### config.mk
export PLATFORM = sky130hd
export DESIGN_NAME = integer_to_ascii_formatter
export DESIGN_NICKNAME = d
export VERILOG_FILES = /design/src/rtl/itoa_fmt_pkg.sv /design/src/rtl/integer_to_ascii_formatter.sv
export VERILOG_INCLUDE_DIRS = /design/src /design/src/rtl
export SDC_FILE = /design/constraint.sdc
export NUM_CORES = 1
export LEC_CHECK = 0
export ABC_CLOCK_PERIOD_IN_PS = 10360
export BUFFER_PORTS_ARGS = -buffer_cell sky130_fd_sc_hd__buf_4
export CORE_MARGIN = 3
export CORE_UTILIZATION = 30
export CTS_BUF_LIST = sky130_fd_sc_hd__clkbuf_8
export CTS_CLUSTER_SIZE = 24
export DETAILED_ROUTE_END_ITERATION = 12
export GPL_TIMING_DRIVEN = 0
export HOLD_SLACK_MARGIN = 0.06
export SLEW_MARGIN = 20
export SYNTH_ARGS = -nofsm -noshare
export SYNTH_HDL_FRONTEND = slang
export SYNTH_SLANG_ARGS = --single-unit
### constraint.sdc
create_clock -name i_clk -period 10.36 [get_ports i_clk]
set_input_delay 0.518 -clock i_clk [delete_from_list [all_inputs] [get_ports i_clk]]
set_output_delay 0.518 -clock i_clk [all_outputs]
set_load 0.05 [all_outputs]
### src/rtl/assert_macros.svh
`ifndef ASSERT_MACROS_SVH
`define ASSERT_MACROS_SVH

// Clocked check, masked while reset is held.
`define ASSERT_CLK(name, prop, msg) \
    name: assert property (@(posedge i_clk) disable iff (!i_rst_n) prop) else $error(msg);

// Clocked check that also holds during reset.
`define ASSERT_ALWAYS(name, prop, msg) \
    name: assert property (@(posedge i_clk) prop) else $error(msg);

`endif

### src/rtl/itoa_fmt_pkg.sv
`timescale 1ns / 1ps

package itoa_fmt_pkg;

    localparam int VALUE_W    = 32;
    localparam int FWIDTH_W   = 6;
    localparam int CHAR_W     = 7;
    localparam int DEC_DIGITS = 10;
    localparam int HEX_DIGITS = 8;
    localparam int BCD_W      = 4 * DEC_DIGITS;
    localparam int NDIG_W     = 4;
    localparam int BIT_CNT_W  = 5;

    localparam logic [1:0] KIND_SDEC  = 2'd0;
    localparam logic [1:0] KIND_UDEC  = 2'd1;
    localparam logic [1:0] KIND_LHEX  = 2'd2;
    localparam logic [1:0] KIND_UHEX  = 2'd3;

    localparam logic [CHAR_W-1:0] CH_SPACE = 7'h20;
    localparam logic [CHAR_W-1:0] CH_ZERO  = 7'h30;
    localparam logic [CHAR_W-1:0] CH_MINUS = 7'h2D;
    localparam logic [CHAR_W-1:0] CH_LA    = 7'h61;
    localparam logic [CHAR_W-1:0] CH_UA    = 7'h41;

    typedef struct packed {
        logic [1:0]          kind;
        logic [VALUE_W-1:0]  value;
        logic [FWIDTH_W-1:0] field_width;
        logic                left_align;
        logic                zero_pad;
    } t_in_item;

    typedef struct packed {
        logic [CHAR_W-1:0] char_out;
        logic              last;
    } t_out_item;

    // ASCII for one digit; upper selects the hex letter case
    function automatic logic [CHAR_W-1:0] digit_char(input logic [3:0] d, input logic upper);
        logic [CHAR_W-1:0] base;
        base = upper ? CH_UA : CH_LA;
        if (d >= 4'd10) begin
            digit_char = base + {3'd0, d} - 7'd10;
        end else begin
            digit_char = CH_ZERO + {3'd0, d};
        end
    endfunction

endpackage

### src/rtl/integer_to_ascii_formatter.sv
`timescale 1ns / 1ps
`include "assert_macros.svh"

// Formats one 32-bit integer per input item as printf-style text (signed or unsigned
// decimal, lower or upper hex) with field width, left-align and zero-pad, and streams
// the characters out one per output item, the final one flagged by last. Decimal items
// run a shift-and-add-3 binary-to-BCD converter, one value bit per cycle; hex items
// skip it. Leading zero digits are then shifted out one digit per cycle (up to 9 for
// decimal, up to 7 for hex), the field is set up, and characters leave at one per
// cycle while the sink is ready. Each item yields 1 to 63 characters. A new item is
// accepted once the last character of the previous one sits in the output register.
module integer_to_ascii_formatter (
    input  logic                   i_clk,
    input  logic                   i_rst_n,
    input  logic                   i_in_valid,
    output logic                   o_in_ready,
    input  itoa_fmt_pkg::t_in_item  i_in_data,
    output logic                   o_out_valid,
    input  logic                   i_out_ready,
    output itoa_fmt_pkg::t_out_item o_out_data
);
    import itoa_fmt_pkg::*;

    localparam logic [2:0] ST_IDLE  = 3'd0;
    localparam logic [2:0] ST_CONV  = 3'd1;
    localparam logic [2:0] ST_NORM  = 3'd2;
    localparam logic [2:0] ST_SETUP = 3'd3;
    localparam logic [2:0] ST_EMIT  = 3'd4;

    // control
    logic [2:0]           r_state, n_state;
    logic                 r_ovalid, n_ovalid;
    logic [BIT_CNT_W-1:0] r_bitcnt, n_bitcnt;
    logic [NDIG_W-1:0]    r_ndig, n_ndig;
    logic [FWIDTH_W-1:0]  r_left, n_left;
    logic [FWIDTH_W-1:0]  r_lpad, n_lpad;
    logic [FWIDTH_W-1:0]  r_rpad, n_rpad;
    logic                 r_mf, n_mf;
    logic                 r_im, n_im;

    // payload
    logic [VALUE_W-1:0]   r_bin, n_bin;
    logic [BCD_W-1:0]     r_bcd, n_bcd;
    logic                 r_neg, n_neg;
    logic                 r_upper, n_upper;
    logic [FWIDTH_W-1:0]  r_fw, n_fw;
    logic                 r_lalign, n_lalign;
    logic                 r_zp, n_zp;
    t_out_item            r_out, n_out;

    logic                 w_in_acc;
    logic                 w_load;
    logic                 w_neg_in;
    logic [VALUE_W-1:0]   w_mag;
    logic [BCD_W-1:0]     w_adj;
    logic                 w_mf;
    logic [FWIDTH_W-1:0]  w_weff;
    logic [FWIDTH_W-1:0]  w_len;
    logic [FWIDTH_W-1:0]  w_padn;

    assign o_in_ready  = (r_state == ST_IDLE);
    assign w_in_acc    = i_in_valid && o_in_ready;
    assign w_load      = !r_ovalid || i_out_ready;
    assign o_out_valid = r_ovalid;
    assign o_out_data  = r_out;

    assign w_neg_in = (i_in_data.kind == KIND_SDEC) && i_in_data.value[VALUE_W-1];
    assign w_mag    = w_neg_in ? (~i_in_data.value + 1'b1) : i_in_data.value;

    // add 3 to every BCD digit of 5 or more before the shift
    always_comb begin
        for (int i = 0; i < DEC_DIGITS; i++) begin
            w_adj[4*i +: 4] = (r_bcd[4*i +: 4] >= 4'd5) ? (r_bcd[4*i +: 4] + 4'd3)
                                                          : r_bcd[4*i +: 4];
        end
    end

    // field setup: a minus ahead of zero padding eats one width position
    assign w_mf   = r_neg && (r_fw != '0) && r_zp;
    assign w_weff = r_fw - {{(FWIDTH_W-1){1'b0}}, w_mf};
    assign w_len  = {{(FWIDTH_W-NDIG_W){1'b0}}, r_ndig}
                  + {{(FWIDTH_W-1){1'b0}}, (r_neg && !w_mf)};
    assign w_padn = (w_weff > w_len) ? (w_weff - w_len) : '0;

    always_comb begin
        n_state  = r_state;
        n_ovalid = r_ovalid;
        n_bitcnt = r_bitcnt;
        n_ndig   = r_ndig;
        n_left   = r_left;
        n_lpad   = r_lpad;
        n_rpad   = r_rpad;
        n_mf     = r_mf;
        n_im     = r_im;
        n_bin    = r_bin;
        n_bcd    = r_bcd;
        n_neg    = r_neg;
        n_upper  = r_upper;
        n_fw     = r_fw;
        n_lalign = r_lalign;
        n_zp     = r_zp;
        n_out    = r_out;

        if (r_ovalid && i_out_ready) begin
            n_ovalid = 1'b0;
        end

        case (r_state)
            ST_IDLE: begin
                if (w_in_acc) begin
                    n_neg    = w_neg_in;
                    n_upper  = (i_in_data.kind == KIND_UHEX);
                    n_fw     = i_in_data.field_width;
                    n_lalign = i_in_data.left_align;
                    n_zp     = i_in_data.zero_pad;
                    if (i_in_data.kind == KIND_LHEX || i_in_data.kind == KIND_UHEX) begin
                        n_bcd   = {w_mag, {(BCD_W-VALUE_W){1'b0}}};
                        n_ndig  = NDIG_W'(HEX_DIGITS);
                        n_state = ST_NORM;
                    end else begin
                        n_bin    = w_mag;
                        n_bcd    = '0;
                        n_bitcnt = '1;
                        n_state  = ST_CONV;
                    end
                end
            end
            ST_CONV: begin
                n_bcd    = {w_adj[BCD_W-2:0], r_bin[VALUE_W-1]};
                n_bin    = {r_bin[VALUE_W-2:0], 1'b0};
                n_bitcnt = r_bitcnt - 1'b1;
                if (r_bitcnt == '0) begin
                    n_ndig  = NDIG_W'(DEC_DIGITS);
                    n_state = ST_NORM;
                end
            end
            ST_NORM: begin
                // drop leading zero digits, keep at least one
                if (r_ndig > NDIG_W'(1) && r_bcd[BCD_W-1 -: 4] == 4'd0) begin
                    n_bcd  = {r_bcd[BCD_W-5:0], 4'd0};
                    n_ndig = r_ndig - 1'b1;
                end else begin
                    n_state = ST_SETUP;
                end
            end
            ST_SETUP: begin
                n_mf    = w_mf;
                n_im    = r_neg && !w_mf;
                n_lpad  = r_lalign ? '0 : w_padn;
                n_rpad  = r_lalign ? w_padn : '0;
                n_left  = {{(FWIDTH_W-1){1'b0}}, w_mf} + w_padn + w_len;
                n_state = ST_EMIT;
            end
            ST_EMIT: begin
                if (w_load) begin
                    n_ovalid   = 1'b1;
                    n_out.last = (r_left == FWIDTH_W'(1));
                    n_left     = r_left - 1'b1;
                    if (r_mf) begin
                        n_out.char_out = CH_MINUS;
                        n_mf           = 1'b0;
                    end else if (r_lpad != '0) begin
                        n_out.char_out = r_zp ? CH_ZERO : CH_SPACE;
                        n_lpad         = r_lpad - 1'b1;
                    end else if (r_im) begin
                        n_out.char_out = CH_MINUS;
                        n_im           = 1'b0;
                    end else if (r_ndig != '0) begin
                        n_out.char_out = digit_char(r_bcd[BCD_W-1 -: 4], r_upper);
                        n_bcd          = {r_bcd[BCD_W-5:0], 4'd0};
                        n_ndig         = r_ndig - 1'b1;
                    end else begin
                        n_out.char_out = r_zp ? CH_ZERO : CH_SPACE;
                        n_rpad         = r_rpad - 1'b1;
                    end
                    if (r_left == FWIDTH_W'(1)) begin
                        n_state = ST_IDLE;
                    end
                end
            end
            default: begin
                n_state = ST_IDLE;
            end
        endcase
    end

    always_ff @(posedge i_clk) begin
        if (!i_rst_n) begin
            r_state  <= ST_IDLE;
            r_ovalid <= 1'b0;
            r_bitcnt <= '0;
            r_ndig   <= '0;
            r_left   <= '0;
            r_lpad   <= '0;
            r_rpad   <= '0;
            r_mf     <= 1'b0;
            r_im     <= 1'b0;
        end else begin
            r_state  <= n_state;
            r_ovalid <= n_ovalid;
            r_bitcnt <= n_bitcnt;
            r_ndig   <= n_ndig;
            r_left   <= n_left;
            r_lpad   <= n_lpad;
            r_rpad   <= n_rpad;
            r_mf     <= n_mf;
            r_im     <= n_im;
        end
    end

    always_ff @(posedge i_clk) begin
        r_bin    <= n_bin;
        r_bcd    <= n_bcd;
        r_neg    <= n_neg;
        r_upper  <= n_upper;
        r_fw     <= n_fw;
        r_lalign <= n_lalign;
        r_zp     <= n_zp;
        r_out    <= n_out;
    end

    `ASSERT_CLK(a_emit_has_chars, (r_state == ST_EMIT) |-> (r_left != '0),
                "emit with no characters left")
    `ASSERT_CLK(a_norm_done, (r_state == ST_SETUP) |-> (r_ndig != '0 &&
                (r_ndig == NDIG_W'(1) || r_bcd[BCD_W-1 -: 4] != 4'd0)), "digits not normalized")
    `ASSERT_CLK(a_last_closes, (r_state == ST_EMIT && w_load && r_left == FWIDTH_W'(1)) |=>
                (r_state == ST_IDLE && o_out_valid && o_out_data.last), "final character not flagged")
    `ASSERT_ALWAYS(a_reset_idle, (!i_rst_n) |=> (r_state == ST_IDLE && !o_out_valid),
                   "reset did not clear control")

endmodule

==> flow_metrics.tcl <==
set metrics [dict create \
    status "completed" \
    fin_util_pct 35.8 \
    p_leak_nw 3.21 \
    gr-total-overflow 0 \
    crit_fanout 6 \
    clk-insertion-delay-late_ns 0.45 \
    finalMaxSlewViolations 0 \
    numPlacedInstances 1217 \
    syn2layout_area_growth_pct 16.3 \
    rrSetupSlack_ns 4.62 \
    die_x_um 165 \
    seq_area_frac_synth_pct 43.0 \
    postCtsSetupBuffers 0 \
    critical-path-max-stage-delay_ns 0.46 \
    ff_latch_area_um2 3240 \
    netlist_area_um2 7540 \
    via_per_inst 5.13 \
    grt_max_degree 28 \
    synth-adder-area-share_pct 7.80 \
    wl_per_cell_um 15.7 \
    finClkSkew_ns 0.0204 \
    cts_resized 0 \
    dominantRegCellSynth "edfxtp_1" \
    start_util_pct 30.7 \
    synth_cell_types 61 \
    syn_area_per_cell_um2 9.04 \
    first_pass_iters 5 \
    rr_endpoint "r_left[5]" \
    synth_cells 834 \
    cts-htree-levels 4 \
    cts.sinks 117 \
    finalNonFillerCells 1249 \
    cap_viol_max_count 0 \
    ys_ff_latch 117 \
    first_global_vias 6135 \
    antenna_found_initial 0 \
    min_period_over_period_pct 55.4 \
    critPathSlowestCell "edfxtp_1" \
    whs_path_depth 1 \
    fillers 2580 \
    final_hold_viol_count 0 \
    cts_tree "built" \
    hold_path_class "input pin to flop" \
    synthSimpleGateAreaFrac_pct 17.7 \
    num_rows 57 \
    ir_worst_vdd_uv 80.2 \
    worstSetupEndpointType "flop" \
    numCtsBuffers 17 \
    dieArea_um2 27100 \
    routabilityCongestion 0.878 \
    worstSetupStartpointType "flop" \
    ys_warn_count 0 \
    tightest_slew_ns 0.924 \
    track_usage_pct 14.9 \
    antennaDiodeCount 0 \
    fin_nets 1003 \
    dr.first_iter.drc_count 449 \
    worstSetupPathType "flop to flop" \
    cts_root_buf "clkbuf_8" \
    cts.clk_slew.worst_paths_ns 0.08 \
    vias 6410 \
    max_freq_mhz 174 \
    hpwl_mm 14.7 \
    finalSetupTns_ns 0 \
    critPathTopFamily "simple AND/OR/NAND/NOR gates" \
    setup_viol 0 \
    cts_hold_buf 0 \
    synthMuxAreaShare_pct 0.415 \
    portBuffers 54 \
    grt_pass1_wl_mm 31.8 \
    coreArea_um2 24500 \
    async_flop_share_pct 0 \
    p_per_area_nw_per_um2 200 \
    final_cell_mix "nand2_1 (102), edfxtp_1 (90), o21ai_0 (83)" \
    reg2reg_from "r_fw[2]" \
    drive_gt1_share_pct 10.9 \
    cp.arrival_ns 6.05 \
    synth_compound_area_share_pct 19.9 \
    synth_edf_count 90 \
    rr_worst_depth 22 \
    die_h_um 165 \
    crit_chain "or3_1 -> nor4_1 -> nor2_1 -> nor2b_1 -> ha_1 -> ha_1 -> nand3_1 -> ha_1 -> and4_1 -> o21ai_0 -> a32oi_1 -> nor2_1 -> nor2_1 -> nor2_1 -> ha_1 -> and3b_1 -> o211a_1 -> a2111o_1 -> nor3_1 -> o311ai_1 -> xnor2_1 -> o31ai_1" \
    syn-num-nets 925 \
    critical_path_required_ns 10.67 \
    io_pins 56 \
    worst_slew_margin_rel_pct 38.0 \
    final_common_cell "nand2_1" \
    fin_crit_ns 5.74 \
    antenna_left 0 \
    synth_top_family_by_area "compound AO/OA/AOI/OAI gates" \
    cts_buffer_depth 2 \
    worstHoldEndpoint "r_lalign" \
    drt_wl_total_mm 19.6 \
    multi_input_area_um2 4020 \
    cp_num_buf_inv 0 \
    rsz0062_at_grt "no" \
    drc 0 \
    synth_xor_area_share_pct 7.31 \
    hold_path.startpoint "i_in_data[1]" \
]
sequential cells by signal (all words and copies together), names as in the netlist, 4 cells and up:
name and cells:
o_out_data 8, r_bcd 40, r_bin 32, r_bitcnt 5, r_fw 6, r_left 6
r_lpad 6, r_ndig 4
metal layers:
layer	vias up	track usage (%)	wire length, µm
met5	-	0	0
met4	0	3.35	138
met1	3046	21.0	9610
met2	155	23.2	8840
met3	14	3.26	1040
li1	3195	-	-
metrics by stage:
| stage | total power [W] | hold slack [ns] | worst slack (ns) | instance area (µm²) |
|---|---|---|---|---|
| global route | 0.00189 | 0.217 | 4.11 | 8770 |
| global placement | 0.00136 | 0.462 | 4.39 | 8350 |
| finish | 0.00175 | 0.247 | 4.62 | 8770 |
| detailed placement | 0.00137 | 0.467 | 4.59 | 8410 |
| CTS | 0.00176 | 0.222 | 4.59 | 8770 |
| floorplan | 0.00118 | 0.446 | 5.62 | 7540 |
cells in the mapped netlist (3+ instances only):
library cell / number / area (µm²)
a211oi_1: 6 / 45.0
a21o_1: 3 / 22.5
a21oi_1: 77 / 385
a221o_1: 8 / 80.1
a22oi_1: 10 / 75.1
a31oi_1: 4 / 25.0
and2_1: 6 / 37.5
and3_1: 4 / 25.0
clkbuf_1: 30 / 113
dfxtp_1: 27 / 541
edfxtp_1: 90 / 2700
ha_1: 43 / 538
inv_1: 47 / 176
nand2_1: 102 / 383
nand2b_1: 13 / 81.3
nand3_1: 13 / 65.1
nor2_1: 77 / 289
nor2b_1: 7 / 43.8
nor3_1: 22 / 110
nor3b_1: 11 / 82.6
nor4_1: 6 / 37.5
o21a_1: 3 / 22.5
o21ai_0: 83 / 415
o221ai_1: 15 / 131
o22ai_1: 4 / 25.0
o31ai_1: 9 / 67.6
o41ai_1: 4 / 35.0
or3_1: 4 / 25.0
or4_1: 3 / 22.5
xnor2_1: 33 / 289
xor2_1: 30 / 263
worst register-to-register path, delay by kind of cell (launching register included):
kind                     cells  cell delay, ns
AND/OR/NAND/NOR             11            2.60
adder cells (fa/ha/maj)      4            1.17
AO/OA/AOI/OAI                6            1.17
flip-flops                   1            0.46
XOR/XNOR                     1            0.23
where the power goes:
part	switching [W]	total, W	internal (W)
combinational	0.000396	0.000655	0.000260
clock	0.000201	0.000386	0.000185
sequential	0.0000754	0.000711	0.000635
cell type report:
| cell class | count | area share [%] |
|---|---|---|
| flip-flops and latches | 117 | 37.0 |
| multi-input cells | 639 | 45.8 |
| inverters | 47 | 2.01 |
| repair buffers | 59 | 5.24 |
| clock buffers | 17 | 2.67 |
| plain buffers | 31 | 1.34 |
| well taps | 324 | 4.62 |
| clock inverters | 15 | 1.34 |
worst max path at each step:
stage | start | slack (ns) | to | depth (start not counted)
floorplan | r_fw[2] | 5.62 | r_left[5] | 22
global placement | i_in_data[41] | 4.39 | r_bitcnt[4] | 8
detailed placement | r_fw[2] | 4.59 | r_left[5] | 22
CTS | r_fw[2] | 4.59 | r_left[5] | 22
global route | r_fw[2] | 4.11 | r_left[5] | 23
finish | r_fw[2] | 4.62 | r_left[5] | 22
cell families after synthesis:
kind of cell,Yosys count
flip-flops,117
AND/OR/NAND/NOR,282
AO/OA/AOI/OAI,245
adder cells (fa/ha/maj),46
multiplexers,3
XOR/XNOR,63
buffers and inverters,78
No activity file was read; power rests on OpenSTA's default activity.
